`src/sqvs_pkg.sv`:
```
package sqvs_pkg;

    // Default fixed-point formats
    localparam int POS_FRAC_BITS  = 4;
    localparam int TRIG_FRAC_BITS = 14;

    // Configuration register indexes
    localparam logic [1:0] CFG_SHEET_W = 2'd0;
    localparam logic [1:0] CFG_SHEET_H = 2'd1;
    localparam logic [1:0] CFG_COLOR   = 2'd2;

    localparam logic [12:0] SHEET_RESET = 13'd1024;
    localparam logic [31:0] COLOR_RESET = 32'hFFFF_FFFF;

    // Scale clamp, Q4.8
    localparam logic [11:0] SCALE_MIN = 12'd26;
    localparam logic [11:0] SCALE_MAX = 12'd2559;

    // Angle reduction: bias to positive, then divide by 360 with a reciprocal
    localparam int          DEG_FULL   = 360;
    localparam int          DEG_HALF   = 180;
    localparam int          DEG_QUART  = 90;
    localparam int          ANG_BIAS   = 33120;
    localparam int          ANG_RECIP  = 93207;
    localparam int          ANG_SHIFT  = 25;

    // Texture divider
    localparam int          DEN_W      = 13;
    localparam int          QUO_W      = 16;
    localparam int          DIV_STEP   = 4;
    localparam int          DIV_LEVELS = QUO_W / DIV_STEP;
    localparam int          TEX_W      = 17;
    localparam logic [16:0] TEX_ONE    = 17'h1_0000;

    // Vertex sequencing
    localparam logic [2:0]  LAST_SLOT  = 3'd5;

    // Lanes of the texture divider
    localparam int LANE_UL = 0;
    localparam int LANE_UR = 1;
    localparam int LANE_VB = 2;
    localparam int LANE_VT = 3;

    // Quarter-wave sine, Q1.14
    localparam logic [14:0] SIN_Q14 [0:90] = '{
        15'd0,     15'd286,   15'd572,   15'd857,   15'd1143,  15'd1428,  15'd1713,
        15'd1997,  15'd2280,  15'd2563,  15'd2845,  15'd3126,  15'd3406,  15'd3686,
        15'd3964,  15'd4240,  15'd4516,  15'd4790,  15'd5063,  15'd5334,  15'd5604,
        15'd5872,  15'd6138,  15'd6402,  15'd6664,  15'd6924,  15'd7182,  15'd7438,
        15'd7692,  15'd7943,  15'd8192,  15'd8438,  15'd8682,  15'd8923,  15'd9162,
        15'd9397,  15'd9630,  15'd9860,  15'd10087, 15'd10311, 15'd10531, 15'd10749,
        15'd10963, 15'd11174, 15'd11381, 15'd11585, 15'd11786, 15'd11982, 15'd12176,
        15'd12365, 15'd12551, 15'd12733, 15'd12911, 15'd13085, 15'd13255, 15'd13421,
        15'd13583, 15'd13741, 15'd13894, 15'd14044, 15'd14189, 15'd14330, 15'd14466,
        15'd14598, 15'd14726, 15'd14849, 15'd14968, 15'd15082, 15'd15191, 15'd15296,
        15'd15396, 15'd15491, 15'd15582, 15'd15668, 15'd15749, 15'd15826, 15'd15897,
        15'd15964, 15'd16026, 15'd16083, 15'd16135, 15'd16182, 15'd16225, 15'd16262,
        15'd16294, 15'd16322, 15'd16344, 15'd16362, 15'd16374, 15'd16382, 15'd16384
    };

    // One sprite's finished corners and raw texture quotients
    typedef struct packed {
        logic [3:0][15:0] vx;
        logic [3:0][15:0] vy;
        logic [3:0][15:0] quo;
        logic [3:0]       ge;
    } t_quad;

    // Table magnitude rescaled to t fraction bits, rounded half up
    function automatic int trig_mag(input logic [6:0] idx, input int t);
        int m;
        m = int'(SIN_Q14[idx]);
        if (t >= 14) begin
            m = m << (t - 14);
        end else begin
            m = (m + (1 << (13 - t))) >> (14 - t);
        end
        return m;
    endfunction

    // Sine of a whole-degree angle 0..359
    function automatic logic signed [17:0] sin_deg(input logic [8:0] a, input int t);
        logic [8:0] idx;
        logic       neg;
        int         m;
        neg = 1'b0;
        if (a <= 9'(DEG_QUART)) begin
            idx = a;
        end else if (a <= 9'(DEG_HALF)) begin
            idx = 9'(DEG_HALF) - a;
        end else if (a <= 9'(DEG_HALF + DEG_QUART)) begin
            idx = a - 9'(DEG_HALF);
            neg = 1'b1;
        end else begin
            idx = 9'(DEG_FULL) - a;
            neg = 1'b1;
        end
        m = trig_mag(idx[6:0], t);
        return neg ? -18'(m) : 18'(m);
    endfunction

    // Quad corner used by each of the six vertex slots
    function automatic logic [1:0] slot_point(input logic [2:0] slot);
        logic [1:0] p;
        unique case (slot)
            3'd0:    p = 2'd0;
            3'd1:    p = 2'd1;
            3'd2:    p = 2'd2;
            3'd3:    p = 2'd2;
            3'd4:    p = 2'd3;
            default: p = 2'd0;
        endcase
        return p;
    endfunction

endpackage

```
`src/sqvs_emit.sv`:
```
module sqvs_emit (
    input  logic                          i_clk,
    input  logic                          i_rst_n,
    input  logic                          i_valid,
    input  sqvs_pkg::t_quad               i_quad,
    input  logic [31:0]                   i_color,
    output logic                          o_take,
    output logic                          o_vertex_valid,
    output logic signed [15:0]            o_vertex_x,
    output logic signed [15:0]            o_vertex_y,
    output logic [16:0]                   o_tex_u,
    output logic [16:0]                   o_tex_v,
    output logic [31:0]                   o_color,
    output logic [2:0]                    o_corner,
    output logic                          o_last
);

    sqvs_pkg::t_quad r_quad;
    logic            r_busy;
    logic [2:0]      r_slot;
    logic [1:0]      pt;
    logic [3:0][16:0] tex;

    // Take a new sprite when idle or on the last beat
    assign o_take = !r_busy || (r_slot == sqvs_pkg::LAST_SLOT);

    always_ff @(posedge i_clk) begin
        if (!i_rst_n) begin
            r_busy <= 1'b0;
            r_slot <= 3'd0;
        end else if (o_take) begin
            r_busy <= i_valid;
            r_slot <= 3'd0;
        end else begin
            r_slot <= r_slot + 3'd1;
        end
    end

    always_ff @(posedge i_clk) begin
        if (o_take && i_valid) begin
            r_quad <= i_quad;
        end
    end

    // Finish texture coordinates: saturate u, flip and clamp v
    always_comb begin
        for (int l = 0; l < 4; l++) begin
            if (l == sqvs_pkg::LANE_UL || l == sqvs_pkg::LANE_UR) begin
                tex[l] = r_quad.ge[l] ? sqvs_pkg::TEX_ONE : {1'b0, r_quad.quo[l]};
            end else begin
                tex[l] = r_quad.ge[l] ? 17'd0 : sqvs_pkg::TEX_ONE - {1'b0, r_quad.quo[l]};
            end
        end
    end

    // Select the corner for this beat
    assign pt             = sqvs_pkg::slot_point(r_slot);
    assign o_vertex_valid = r_busy;
    assign o_vertex_x     = r_quad.vx[pt];
    assign o_vertex_y     = r_quad.vy[pt];
    assign o_tex_u        = (pt == 2'd0 || pt == 2'd3) ? tex[sqvs_pkg::LANE_UL]
                                                       : tex[sqvs_pkg::LANE_UR];
    assign o_tex_v        = (pt == 2'd0 || pt == 2'd1) ? tex[sqvs_pkg::LANE_VT]
                                                       : tex[sqvs_pkg::LANE_VB];
    assign o_color        = i_color;
    assign o_corner       = r_slot;
    assign o_last         = r_busy && (r_slot == sqvs_pkg::LAST_SLOT);

endmodule

```
`config.mk`:
```
export PLATFORM = sky130hd
export DESIGN_NAME = sqvs_emit
export DESIGN_NICKNAME = d
export VERILOG_FILES = /design/src/sqvs_pkg.sv /design/src/sqvs_emit.sv
export SDC_FILE = /design/constraint.sdc
export NUM_CORES = 1
export LEC_CHECK = 0
export ABC_AREA = 1
export BUFFER_PORTS_ARGS = -buffer_cell sky130_fd_sc_hd__clkbuf_2
export CAP_MARGIN = 10
export CORE_ASPECT_RATIO = 0.5
export CORE_MARGIN = 3
export CORE_UTILIZATION = 40
export CTS_CLUSTER_SIZE = 10
export DETAILED_ROUTE_END_ITERATION = 10
export PLACE_DENSITY = 0.78
export SYNTH_ARGS = -nofsm -noshare
export SYNTH_HDL_FRONTEND = slang
export SYNTH_SLANG_ARGS = --single-unit
```
`constraint.sdc`:
```
create_clock -name i_clk -period 11.5 [get_ports i_clk]
set_input_delay 2.3 -clock i_clk [delete_from_list [all_inputs] [get_ports i_clk]]
set_output_delay 2.3 -clock i_clk [all_outputs]
set_load 0.1 [all_outputs]
```
* Word-level counts from Yosys, hierarchy flattened
Cells that the tools add are included.
** Cells by class
- Div/mod/pow operators :: 0
- Multipliers :: 0
- Shift operators :: 0
- Muxes and demuxes :: 11
- Add/sub/neg operators :: 3
- Bitwise gates (word level) :: 1
- Eq/ne operators :: 7
- Magnitude comparators :: 1
- Reductions and logical operators :: 9
** Operator list (number)
- 2-to-1 mux 17 bit :: 6
- binary-select mux 16 bit (select 2 bit) :: 2
- subtractor 17 x 16 -> 17 bit (first input constant) :: 2
- 2-to-1 mux 16 bit :: 2
- equality test 3 x 2 -> 1 bit (second input constant) :: 2
- equality test 3 bit (second input constant) :: 2
- case mux 2 bit (3 select lines) :: 1
- OR reduction 2 bit :: 2
- adder 3 x 1 -> 3 bit (second input constant) :: 1
- equality test 3 x 1 -> 1 bit (second input constant) :: 1
- logical OR 1 bit :: 3
- less-than comparator 2 x 3 -> 1 bit (second input constant) :: 1
- equality test 2 x 1 -> 1 bit (second input constant) :: 1
- equality test 2 bit (second input constant) :: 1
- logical AND 1 bit :: 2
- logical NOT 2 bit :: 1
- logical NOT 1 bit :: 1
- NOT 1 bit :: 1
** Word-level totals
- Output and inout bits :: 104
- Word-level logic and storage cells :: 47
- Memories kept :: 0
- Bits of input ports :: 231
- Register bits after elaboration :: 200
- Latch bits :: 0
- ROM bits :: 0
- Memory bits (writable) :: 0

* Longest topological paths before layout
- Word-level depth :: 6
- Mapped depth :: 11
- Depth with buffers taken out :: 10

* Worst setup path after synthesis
No wires, ideal clock.
- Kind :: input to register
- From :: input i_valid
- To :: register r_quad[0] (netlist name) (enable)
- Data required time :: 10744 ps
- Library setup time :: 756 ps
- Stages :: 2
- Path buffers :: 0
- Setup slack :: 353 ps
- Arrival time :: 10391 ps
- Cells stage by stage :: inv_1 nor2_1
** Between the ends
- Word-level cells in the longest chain between the ends :: 1
** RTL lines
- from (decl) :: line sqvs_emit.sv:4 : input logic i_valid,
- logical AND 1 bit :: line sqvs_emit.sv:40 : if (o_take && i_valid) begin
- to (signal assigned) :: line sqvs_emit.sv:41 : r_quad <= i_quad;
- to (decl) :: line sqvs_emit.sv:18 : sqvs_pkg::t_quad r_quad;
Every way passes these cells.
A chain may end at the register's enable or synchronous reset.

* Worst setup path in the final report
- From :: register r_slot[0], in the netlist o_corner[0]
- To :: output o_tex_v[16]
** Between the ends
- Word-level cells in the longest chain between the ends :: 6
- Elaborated cells between the ends (all ways) :: 10
- Classes of those cells :: eq/ne: 5; mux: 2; reduce/logical: 3
** RTL lines
- from (decl) :: line sqvs_emit.sv:20 : logic [2:0] r_slot;
- from (signal assigned) :: line sqvs_emit.sv:35 : r_slot <= r_slot + 3'd1;
- equality test 3 x 2 -> 1 bit :: line sqvs_pkg.sv:105 : unique case (slot)
- OR reduction 2 bit (no line)
- case mux 2 bit (3 select lines) * :: line sqvs_pkg.sv:105
- equality test 2 x 1 -> 1 bit / logical NOT 2 bit (equally long branches) :: line sqvs_emit.sv:63 : assign o_tex_v = (pt == 2'd0 || pt == 2'd1) ? tex[sqvs_pkg::LANE_VT]
- logical OR 1 bit * :: line sqvs_emit.sv:63
- 2-to-1 mux 17 bit * :: line sqvs_emit.sv:63
- to (decl) :: line sqvs_emit.sv:12 : output logic [16:0] o_tex_v,
Every way passes the cells marked *; elsewhere a longest branch is shown, timed or not.

==> summary.txt <==
Status
  – Status: completed

Timing
  – Achievable frequency: 0.170 GHz
  – Period minus WS final: 5.88 ns
  – Setup_tns: 0 ns
  – Final hold slack: 0.498 ns
  – Period utilisation layout: 0.511
  – Slew Limit Fails: 0
  – Final worst slack: 5.62 ns
  – Hold Vio Cnt, Final: 0
  – Setup violation total in the final timing report: 0
  – RSZ-0062 raised after global routing: false
  – Slew headroom: 0.319
  – Slew @ Worst Pin: 1.02 ns
  – Layout Skew: 0.00839 ns

Finish
  – Design area: 10,700 um2
  – Seq. cell area: 5970 um2
  – Total Nets Final: 1,239
  – Util after Layout: 0.510
  – Share of cells above drive strength 1: 0.311
  – Post-Layout Cell Count: 1,306
  – Fillers: 1,884
  – Most frequent cells in the layout: 270 x clkbuf_2, 196 x edfxtp_1, 109 x nand2_1
  – Multi-input gate area: 2030 um2
  – P&R area growth vs syn: 22.6%
  – # diodes: 0
  – Commonest non-fill, non-tap cell in the layout: clkbuf_2

Clocking
  – CTS Buf Count: 17
  – Sink Count: 200
  – Root Driver: clkbuf_16
  – Clk slew on worst S/H paths: 0.07 ns
  – H-tree levels: 4
  – CTS tree: yes
  – Insertion delay to the later sink of the worst-skew pair: 0.44 ns
  – Clk buf depth: 2
  – Number of post-CTS setup repair buffers: 0
  – Cts hold-fix bufs: 0
  – Resize count post-CTS: 0

GRT
  – GRT Util Overall: 0.179
  – GRT overflow: 0
  – Initial antenna violation count: 0
  – Vias in the first global route: 6,216
  – First-pass GRT wire length: 32.3 mm
  – Largest net degree at the start of global routing: 98

Die
  – Die area: 23,700 um2
  – Effective utilization at floorplan: 0.416
  – Die Width: 215 um
  – Rows: 37
  – Boundary Pins: 335
  – Core ar.: 20,900 um2
  – Die Height: 110 um

Critical path
  – Crit path kind: flop to output port
  – Critical-path cell list: inv_1 -> ha_1 -> nand2_1 -> nand3_4 -> nor2_2 -> inv_1 -> nor2_1 -> nand2_1 -> nand2_1 -> clkbuf_2
  – Critical Path Start Type: flop
  – Worst-path maximum fanout: 68
  – Cell family with most CP delay: simple AND/OR/NAND/NOR gates
  – CP max stage delay: 0.74 ns
  – CP required: 9.20 ns
  – Buf/Inv on CP: 3
  – Setup slack, reg-to-reg: 8.87 ns
  – CP arrival: 3.58 ns
  – Slowest-stage cell, CP: nor2_2
  – CP Capture Type: output port
  – Most used cell, CP: nand2_1

Logic synthesis
  – Synth Instances: 767
  – Cell Area, Synth: 8700 um2
  – Register bit total from synthesis: 200
  – Mapped Avg Cell Area: 11.3 um2
  – Yosys warns: 0
  – Synth unique cells: 30
  – Mapped Nets: 1,005
  – Seq/Total Area, Yosys: 0.686

Pwr
  – Tot Pwr: 1.83 mW
  – Leak pwr: 4.56 nW
  – Pwr dens: 171 nW/um2
  – Max IR drop VDD: 132 uV

Drt
  – Wire length per cell: 16.6 um
  – Detail Route Antenna Nets: 0
  – Post-Route WL: 21.6 mm
  – Initial DRC count: 416
  – Via density: 4.91
  – Via count: 6,406
  – DRC errors left: 0
  – TritonRoute pass-1 iters: 8

Placement
  – Post-DP HPWL: 15.7 mm
  – DP Area: 10,100 um2
  – RD Place Congestion: 0.851
  – Setup WS pre-CTS: 6.08 ns
  – Number of port buffers: 270
  – Placed Cells incl. Taps: 1,274

Job
  – Max-cap violations: 0

Min path
  – Min-delay worst type: flop to flop
[cells in the mapped netlist, drive strengths merged]
master | n | area, um2
inv | 83 | 312
nand4 | 17 | 106
clkbuf | 9 | 37.5
clkinv | 1 | 3.75
nand3b | 5 | 37.5
nor2 | 83 | 314
buf | 50 | 355
o21ai | 109 | 557
nand3 | 48 | 253
xor2 | 2 | 17.5
o22ai | 2 | 12.5
nor3 | 1 | 5.00
o211ai | 3 | 22.5
nor4 | 1 | 6.26
a21oi | 34 | 170
ha | 7 | 87.6
edfxtp | 196 | 5890
dfxtp | 4 | 80.1
nand2 | 112 | 438
[kinds of logic (layout without fill, tap and decap cells)]
group,after synthesis,in the layout,synth area share
adder cells (fa/ha/maj),7,7,0.0101
XOR/XNOR,2,2,0.00201
buffers and inverters,143,390,0.0814
flip-flops,200,200,0.686
AO/OA/AOI/OAI,148,148,0.0876
AND/OR/NAND/NOR,267,267,0.133
[where the power goes]
part / switching [mW] / internal (mW)
Combinational: 0.284 / 0.0649
Sequential: 0.0146 / 0.851
Clock: 0.298 / 0.313
Total: 0.596 / 1.23
[worst paths after layout]
check,cells past startpoint,endpoint,startpoint
max,10,o_tex_v[16],o_corner[0]$_SDFF_PP0_
min,1,o_corner[0]$_SDFF_PP0_,o_corner[0]$_SDFF_PP0_
max reg2reg,6,r_quad[75]$_DFFE_PP_,o_corner[1]$_SDFF_PP0_
min reg2reg,1,o_corner[0]$_SDFF_PP0_,o_corner[0]$_SDFF_PP0_
[metal layers]
metal | up-vias | track usage | routed length (um)
met5 | - | 0 | 0
met4 | 0 | 0.103 | 867
met3 | 62 | 0.0408 | 1030
met2 | 208 | 0.322 | 11300
met1 | 3036 | 0.201 | 8390
li1 | 3100 | - | -
[state kept, by name (all words and copies together), names as in the netlist]
register and flops:
o_vertex_valid 1, r_quad 196, o_corner 3
[final cells by class]
| cell class | instances | area share |
|---|---|---|
| inverters | 84 | 0.0296 |
| multi-input cells | 424 | 0.191 |
| well taps | 292 | 0.0343 |
| clock inverters | 15 | 0.0168 |
| repair buffers | 274 | 0.130 |
| flip-flops and latches | 200 | 0.559 |
| clock buffers | 17 | 0.0399 |
Note: power is estimated with default switching activity, not from simulation.
