File: src/sqvs_pkg.sv
package sqvs_pkg;

    // Default fixed-point formats
    localparam int POS_FRAC_BITS  = 4;
    localparam int TRIG_FRAC_BITS = 14;

    // Configuration register indexes
    localparam logic [1:0] CFG_SHEET_W = 2'd0;
    localparam logic [1:0] CFG_SHEET_H = 2'd1;
    localparam logic [1:0] CFG_COLOR   = 2'd2;

    localparam logic [12:0] SHEET_RESET = 13'd1024;
    localparam logic [31:0] COLOR_RESET = 32'hFFFF_FFFF;

    // Scale clamp, Q4.8
    localparam logic [11:0] SCALE_MIN = 12'd26;
    localparam logic [11:0] SCALE_MAX = 12'd2559;

    // Angle reduction: bias to positive, then divide by 360 with a reciprocal
    localparam int          DEG_FULL   = 360;
    localparam int          DEG_HALF   = 180;
    localparam int          DEG_QUART  = 90;
    localparam int          ANG_BIAS   = 33120;
    localparam int          ANG_RECIP  = 93207;
    localparam int          ANG_SHIFT  = 25;

    // Texture divider
    localparam int          DEN_W      = 13;
    localparam int          QUO_W      = 16;
    localparam int          DIV_STEP   = 4;
    localparam int          DIV_LEVELS = QUO_W / DIV_STEP;
    localparam int          TEX_W      = 17;
    localparam logic [16:0] TEX_ONE    = 17'h1_0000;

    // Vertex sequencing
    localparam logic [2:0]  LAST_SLOT  = 3'd5;

    // Lanes of the texture divider
    localparam int LANE_UL = 0;
    localparam int LANE_UR = 1;
    localparam int LANE_VB = 2;
    localparam int LANE_VT = 3;

    // Quarter-wave sine, Q1.14
    localparam logic [14:0] SIN_Q14 [0:90] = '{
        15'd0,     15'd286,   15'd572,   15'd857,   15'd1143,  15'd1428,  15'd1713,
        15'd1997,  15'd2280,  15'd2563,  15'd2845,  15'd3126,  15'd3406,  15'd3686,
        15'd3964,  15'd4240,  15'd4516,  15'd4790,  15'd5063,  15'd5334,  15'd5604,
        15'd5872,  15'd6138,  15'd6402,  15'd6664,  15'd6924,  15'd7182,  15'd7438,
        15'd7692,  15'd7943,  15'd8192,  15'd8438,  15'd8682,  15'd8923,  15'd9162,
        15'd9397,  15'd9630,  15'd9860,  15'd10087, 15'd10311, 15'd10531, 15'd10749,
        15'd10963, 15'd11174, 15'd11381, 15'd11585, 15'd11786, 15'd11982, 15'd12176,
        15'd12365, 15'd12551, 15'd12733, 15'd12911, 15'd13085, 15'd13255, 15'd13421,
        15'd13583, 15'd13741, 15'd13894, 15'd14044, 15'd14189, 15'd14330, 15'd14466,
        15'd14598, 15'd14726, 15'd14849, 15'd14968, 15'd15082, 15'd15191, 15'd15296,
        15'd15396, 15'd15491, 15'd15582, 15'd15668, 15'd15749, 15'd15826, 15'd15897,
        15'd15964, 15'd16026, 15'd16083, 15'd16135, 15'd16182, 15'd16225, 15'd16262,
        15'd16294, 15'd16322, 15'd16344, 15'd16362, 15'd16374, 15'd16382, 15'd16384
    };

    // One sprite's finished corners and raw texture quotients
    typedef struct packed {
        logic [3:0][15:0] vx;
        logic [3:0][15:0] vy;
        logic [3:0][15:0] quo;
        logic [3:0]       ge;
    } t_quad;

    // Table magnitude rescaled to t fraction bits, rounded half up
    function automatic int trig_mag(input logic [6:0] idx, input int t);
        int m;
        m = int'(SIN_Q14[idx]);
        if (t >= 14) begin
            m = m << (t - 14);
        end else begin
            m = (m + (1 << (13 - t))) >> (14 - t);
        end
        return m;
    endfunction

    // Sine of a whole-degree angle 0..359
    function automatic logic signed [17:0] sin_deg(input logic [8:0] a, input int t);
        logic [8:0] idx;
        logic       neg;
        int         m;
        neg = 1'b0;
        if (a <= 9'(DEG_QUART)) begin
            idx = a;
        end else if (a <= 9'(DEG_HALF)) begin
            idx = 9'(DEG_HALF) - a;
        end else if (a <= 9'(DEG_HALF + DEG_QUART)) begin
            idx = a - 9'(DEG_HALF);
            neg = 1'b1;
        end else begin
            idx = 9'(DEG_FULL) - a;
            neg = 1'b1;
        end
        m = trig_mag(idx[6:0], t);
        return neg ? -18'(m) : 18'(m);
    endfunction

    // Quad corner used by each of the six vertex slots
    function automatic logic [1:0] slot_point(input logic [2:0] slot);
        logic [1:0] p;
        unique case (slot)
            3'd0:    p = 2'd0;
            3'd1:    p = 2'd1;
            3'd2:    p = 2'd2;
            3'd3:    p = 2'd2;
            3'd4:    p = 2'd3;
            default: p = 2'd0;
        endcase
        return p;
    endfunction

endpackage

File: src/sqvs_div_step.sv
module sqvs_div_step #(
    parameter int FIRST_BIT = 15
) (
    input  logic                          i_clk,
    input  logic                          i_en,
    input  logic [sqvs_pkg::DEN_W-1:0]    i_den,
    input  logic [sqvs_pkg::QUO_W-1:0]    i_low,
    input  logic [sqvs_pkg::DEN_W-1:0]    i_rem,
    input  logic [sqvs_pkg::QUO_W-1:0]    i_quo,
    output logic [sqvs_pkg::DEN_W-1:0]    o_rem,
    output logic [sqvs_pkg::QUO_W-1:0]    o_quo
);

    logic [sqvs_pkg::DEN_W-1:0] r_rem;
    logic [sqvs_pkg::QUO_W-1:0] r_quo;
    logic [sqvs_pkg::DEN_W-1:0] n_rem;
    logic [sqvs_pkg::QUO_W-1:0] n_quo;

    // Restoring division, DIV_STEP (four) quotient bits per stage
    always_comb begin
        logic [sqvs_pkg::DEN_W:0] r;
        r     = {1'b0, i_rem};
        n_quo = i_quo;
        for (int k = 0; k < sqvs_pkg::DIV_STEP; k++) begin
            r = {r[sqvs_pkg::DEN_W-1:0], i_low[FIRST_BIT-k]};
            if (r >= {1'b0, i_den}) begin
                r     = r - {1'b0, i_den};
                n_quo = {n_quo[sqvs_pkg::QUO_W-2:0], 1'b1};
            end else begin
                n_quo = {n_quo[sqvs_pkg::QUO_W-2:0], 1'b0};
            end
        end
        n_rem = r[sqvs_pkg::DEN_W-1:0];
    end

    // Advance with the pipeline
    always_ff @(posedge i_clk) begin
        if (i_en) begin
            r_rem <= n_rem;
            r_quo <= n_quo;
        end
    end

    assign o_rem = r_rem;
    assign o_quo = r_quo;

endmodule

File: config.mk
export PLATFORM = sky130hd
export DESIGN_NAME = sqvs_div_step
export DESIGN_NICKNAME = d
export VERILOG_FILES = /design/src/sqvs_pkg.sv /design/src/sqvs_div_step.sv
export SDC_FILE = /design/constraint.sdc
export NUM_CORES = 1
export LEC_CHECK = 0
export ABC_AREA = 1
export BUFFER_PORTS_ARGS = -buffer_cell sky130_fd_sc_hd__buf_2
export CORE_UTILIZATION = 40
export CTS_CLUSTER_SIZE = 28
export DETAILED_ROUTE_END_ITERATION = 7
export HOLD_SLACK_MARGIN = 0.03
export SLEW_MARGIN = 20
export SYNTH_ARGS = -nofsm -noshare
export SYNTH_HDL_FRONTEND = slang
export SYNTH_SLANG_ARGS = --single-unit
File: constraint.sdc
create_clock -name i_clk -period 9.5 [get_ports i_clk]
set_clock_uncertainty 0.1 [all_clocks]
set_input_delay 0.95 -clock i_clk [delete_from_list [all_inputs] [get_ports i_clk]]
set_output_delay 0.95 -clock i_clk [all_outputs]
set_load 0.01 [all_outputs]
# Word level (Yosys, flattened, before mapping)
# Cells that the tools add are included.
[op_classes] magnitude_cmp=4 addsub=4 mux=8
[ops] cell="14-bit by 13-bit greater-or-equal comparator with 1-bit output" count=4
[ops] cell="13-bit 2-to-1 mux" count=4
[ops] cell="13-bit subtractor" count=4
[ops] cell="1-bit 2-to-1 mux" count=4
[word_totals] in_bits=60 regBits=29

# Logic depth before layout (Yosys ltp)
[depth] depth_word=8 ltp_mapped=56 depth_no_buf=53

# Worst setup path before layout
# Ideal clock, no wire load.
[synth_path] path_kind="input to register" from="input port i_low[15] (netlist name)" to="register r_rem (netlist bit o_rem[7]) (data pin)" n_path_buf=4 slack_ps=2061 cell_stages=54 arrival_time_ps=7087 required_ps=9148 cell_sequence="inv_1 ha_1 inv_1 fa_1 nand2_1 nand3_2 nand2_1 nand3_2 inv_2 buf_2 nand2_1 nand2_1 inv_1 ha_1 nand2_1 nand2_1 inv_1 nor2_1 [... 18 more ...] nand3_4 buf_4 nand2_1 nand2_1 ha_1 nand2_1 nor2_1 nor2_1 inv_1 nand2_1 nand2_1 a21boi_0 o211ai_1 a21oi_1 nand3_2 buf_4 nand2_1 nand2_1"
[synth_via] elab_chain_cells=8 word_cells_on_any_way=12
[synth_rtl] element="start, declared" line_no="sqvs_div_step.sv:7" source="input logic [sqvs_pkg::QUO_W-1:0] i_low,"
[synth_rtl] element="13-bit subtractor or 14-bit by 13-bit greater-or-equal comparator with 1-bit output (tied branches)" line_no="sqvs_div_step.sv:27, sqvs_div_step.sv:26"
[synth_rtl] element="13-bit 2-to-1 mux (*)" line_no="sqvs_div_step.sv:26" source="if (r >= {1'b0, i_den}) begin"
[synth_rtl] element="13-bit subtractor or 14-bit by 13-bit greater-or-equal comparator with 1-bit output (tied branches)" line_no="sqvs_div_step.sv:27, sqvs_div_step.sv:26"
[synth_rtl] element="13-bit 2-to-1 mux (*)" line_no="sqvs_div_step.sv:26"
[synth_rtl] element="13-bit subtractor or 14-bit by 13-bit greater-or-equal comparator with 1-bit output (tied branches)" line_no="sqvs_div_step.sv:27, sqvs_div_step.sv:26"
[synth_rtl] element="13-bit 2-to-1 mux (*)" line_no="sqvs_div_step.sv:26"
[synth_rtl] element="13-bit subtractor or 14-bit by 13-bit greater-or-equal comparator with 1-bit output (tied branches)" line_no="sqvs_div_step.sv:27, sqvs_div_step.sv:26"
[synth_rtl] element="13-bit 2-to-1 mux (*)" line_no="sqvs_div_step.sv:26"
[synth_rtl] element="net n_rem, one bit" line_no="sqvs_div_step.sv:16" source="logic [sqvs_pkg::DEN_W-1:0] n_rem;"
[synth_rtl] element="end signal, assigned" line_no="sqvs_div_step.sv:39" source="r_rem <= n_rem;"
[synth_rtl] element="end, declared" line_no="sqvs_div_step.sv:14" source="logic [sqvs_pkg::DEN_W-1:0] r_rem;"
# Mark *: on every way through the listed nets, which the timed path passes. The rest lies on a longest branch.
# A chain may end at the register's enable or synchronous reset.

# Final worst setup path
[layout_path] from="input port i_den[3] (netlist name)" to="register r_rem (netlist bit o_rem[1]) (data pin)"
[layout_via] elab_chain_cells=8 word_cells_on_any_way=12
[layout_rtl] element="start, declared" line_no="sqvs_div_step.sv:6" source="input logic [sqvs_pkg::DEN_W-1:0] i_den,"
[layout_rtl] element="13-bit subtractor or 14-bit by 13-bit greater-or-equal comparator with 1-bit output (tied branches)" line_no="sqvs_div_step.sv:27, sqvs_div_step.sv:26"
[layout_rtl] element="13-bit 2-to-1 mux" line_no="sqvs_div_step.sv:26"
[layout_rtl] element="13-bit subtractor or 14-bit by 13-bit greater-or-equal comparator with 1-bit output (tied branches)" line_no="sqvs_div_step.sv:27, sqvs_div_step.sv:26"
[layout_rtl] element="13-bit 2-to-1 mux" line_no="sqvs_div_step.sv:26"
[layout_rtl] element="14-bit by 13-bit greater-or-equal comparator with 1-bit output or 13-bit subtractor (tied branches)" line_no="sqvs_div_step.sv:26, sqvs_div_step.sv:27"
[layout_rtl] element="13-bit 2-to-1 mux" line_no="sqvs_div_step.sv:26"
[layout_rtl] element="13-bit subtractor or 14-bit by 13-bit greater-or-equal comparator with 1-bit output (tied branches)" line_no="sqvs_div_step.sv:27, sqvs_div_step.sv:26"
[layout_rtl] element="13-bit 2-to-1 mux (*)" line_no="sqvs_div_step.sv:26"
[layout_rtl] element="net n_rem, one bit" line_no="sqvs_div_step.sv:16"
# Marks and branches as above.

==> results.txt <==
Total area of sequential cells: 870.8 um^2
DPL Wire Length: 10.13 mm
Most used cell along the critical path: sky130_fd_sc_hd__nand2_1
Die Width: 105.1 um
Number of rows in the core area: 37
Clock-pin slew on the worst setup and hold paths: 0.07 ns
Buffering stage count on the worst path with inverters included: 8
Async S/R FF share, synth: 0%
Result of the run: finished clean
Hold Startpoint: i_quo[7]
Synthesized netlist net count: 757
Setup violations, final: 0
Data arrival time at the worst-slack endpoint: 8.46 ns
Post-layout power: 0.001703 W
Mapped Cells: 641
Unique cell type count in the Yosys netlist: 40
Highest clock rate: 0.1174 GHz
Setup repair after global routing missed its margin: no
Multi-input gate area in the final layout: 2954 um^2
Clock tree from TritonCTS: built
Netlist Area Pre-Place: 4254 um^2
Worst min-delay path class: input pin to flop
Total number of H-tree levels: 2
Period utilization: 89.70%
Portion of total power attributed to the clock network: 5.9%
Power density over the cells: 344.9 nW/um^2
Fraction of power consumed by combinational cells: 79.9%
Final max-slew violation count: 0
FILL cells: 1083
Final #Nets: 845
Summed negative setup slack over all endpoints: 0 ns
Routed wire length: 11.51 mm
Peak supply drop: 0.1618 mV
Int Power: 0.0008337 W
Sink count of the clock tree: 29
Number of antenna violations at the first check in global routing: 0
FF+latch count, synth: 29
Critical path type: input pin to flop
Worst Setup End Kind: flop
Avg WL per Cell: 13.29 um
Flop pwr share: 14.2%
Area added between synthesis and finish: 16.09%
Pin count of the biggest net entering global routing: 30
Clock buffer count from CTS: 5
Startpoint type of the worst setup path: input pin
Leakage component of the power: 2.730 nW
Buffer depth of the longest clock path: 2
Via count of the first global-routing pass: 4280
Hold Path Depth: 1
Initial core utilization: 41.21%
Total congestion overflow: 0
Number of enable-type register cells in the synthesized netlist: 29
Cell family with most CP delay: simple AND/OR/NAND/NOR gates
Share of cells above drive strength 1: 16.99%
Crit path max fanout: 16
Post-synthesis sequential area ratio: 20.47%
Number of buffers inserted by post-CTS setup repair: 0
Final Wtd Congestion: 0.9193
Vias per cell: 4.917
Antenna cells: 0
Area of the die: 11050 um^2
Min cycle time layout: 8.521 ns
Main flop type after synthesis: sky130_fd_sc_hd__edfxtp_1
Number of design rule violations left after detail routing: 0
Number of search-and-repair iterations in the first detailed-routing pass: 5
Detailed-route via count: 4258
Data required time at the worst endpoint: 9.44 ns
Hold-fix buffers at CTS: 0
Area of the core: 10320 um^2
Relative max-transition margin: 57.43%
Clock root cell: sky130_fd_sc_hd__clkbuf_8
Die Ht: 105.1 um
Slowest stage cell on the critical path: sky130_fd_sc_hd__ha_1
Leading cell type in the layout, fill and taps excluded: sky130_fd_sc_hd__nand2_1
Io pins: 89
Number of warnings printed during yosys synthesis: 0
Switch Pwr: 0.0008696 W
Sw frac: 51.06%
Count of port buffers added during placement: 72
Count of instances resized after the clock tree is built: 0
Commonest non-fill, non-tap cells in the layout: sky130_fd_sc_hd__nand2_1, sky130_fd_sc_hd__inv_1, sky130_fd_sc_hd__buf_2, sky130_fd_sc_hd__ha_1, sky130_fd_sc_hd__nor2_1
Count of antenna-violating nets left after detailed routing: 0
Capture endpoint of the worst hold path: o_quo[11]
Slowest stage delay, CP: 0.38 ns
Drt initial violations: 134
Post-Syn Area per Cell: 6.637 um^2
Tightest Pin Transition: 0.6386 ns
First-pass GRT wire length: 19.59 mm
Final count of hold timing violations: 0
MaxCap Viol Count: 0
GRT Resource Usage Total: 22.44%
-- routing by layer --
layer / up-vias / share of wire [%] / GRT usage [%]
met1: 1891 / 42 / 24.60
met3: 12 / 3.6 / 2.246
met4: 0 / 2.3 / 7.746
li1: 2253 / - / -
met5: - / 0 / 0
met2: 102 / 52 / 44.23
-- registers in the layout, indices dropped and copies added (netlist names) --
name / flops
o_quo: 16
o_rem: 13
-- worst max-delay path by stage --
stage | cells after the start | endpoint | start | slack [ns]
after floorplan | 54 | o_rem[7] | i_low[15] | 2.06
after CTS | 45 | o_rem[8] | i_den[3] | 0.85
after global placement | 45 | o_rem[4] | i_den[3] | 0.55
after global routing | 46 | o_rem[12] | i_den[3] | 0.04
after detailed placement | 45 | o_rem[8] | i_den[3] | 0.54
final | 45 | o_rem[1] | i_den[3] | 0.98
-- logic make-up after synthesis --
kind of cell             synth area share [%]
AND/OR/NAND/NOR                         35.00
XOR/XNOR                                7.206
buffers and inverters                   10.09
adder cells (fa/ha/maj)                 17.18
AO/OA/AOI/OAI                           10.06
flip-flops                              20.47
-- synthesized netlist by cell type, types with 4 or more instances --
master                     instances  share of area (%)
sky130_fd_sc_hd__nand2_1         236                 21
sky130_fd_sc_hd__inv_1            95                8.4
sky130_fd_sc_hd__ha_1             52                 15
sky130_fd_sc_hd__nor2_1           37                3.3
sky130_fd_sc_hd__nand3_1          32                3.8
sky130_fd_sc_hd__edfxtp_1         29                 20
sky130_fd_sc_hd__a21oi_1          27                3.2
sky130_fd_sc_hd__o21ai_0          21                2.5
sky130_fd_sc_hd__xnor2_1          19                3.9
sky130_fd_sc_hd__xor2_1           16                3.3
sky130_fd_sc_hd__nand4_1          10                1.5
sky130_fd_sc_hd__nand2_2           7                1.0
sky130_fd_sc_hd__nand3_2           6                1.4
sky130_fd_sc_hd__a21o_1            5               0.88
sky130_fd_sc_hd__or2_2             5               0.74
sky130_fd_sc_hd__buf_6             4                1.1
sky130_fd_sc_hd__fa_1              4                1.9
sky130_fd_sc_hd__nand3b_1          4               0.71
-- per-stage QoR --
step	setup WS [ns]	cells	hold WS [ns]	utilization [%]	cell area, um^2
after floorplan	2.061	641	0.9489	-	4254
after global placement	0.5468	858	1.027	47.00	4852
after detailed placement	0.5350	858	1.028	47.00	4852
after CTS	0.8471	866	0.7271	47.84	4938
after global routing	0.03680	866	0.7282	47.84	4938
final	0.9785	866	0.7348	47.84	4938
-- power by group through the flow --
stage	logic [W]	registers (W)	clock network [W]
2_1_floorplan	0.00101	0.000270	0
6_report	0.00136	0.000242	0.000100
5_1_grt	0.00156	0.000246	0.000106
3_3_place_gp	0.00134	0.000246	0
4_1_cts	0.00136	0.000244	0.000104
3_5_place_dp	0.00136	0.000246	0
-- final cells by class --
cell class / instances / area share, %
multi-input cells: 508 / 59.82
flip-flops and latches: 29 / 17.63
repair buffers: 88 / 9.982
inverters: 97 / 7.373
well taps: 136 / 3.446
clock buffers: 5 / 1.393
clock inverters: 3 / 0.3547
(Power assumes the default switching activity.)
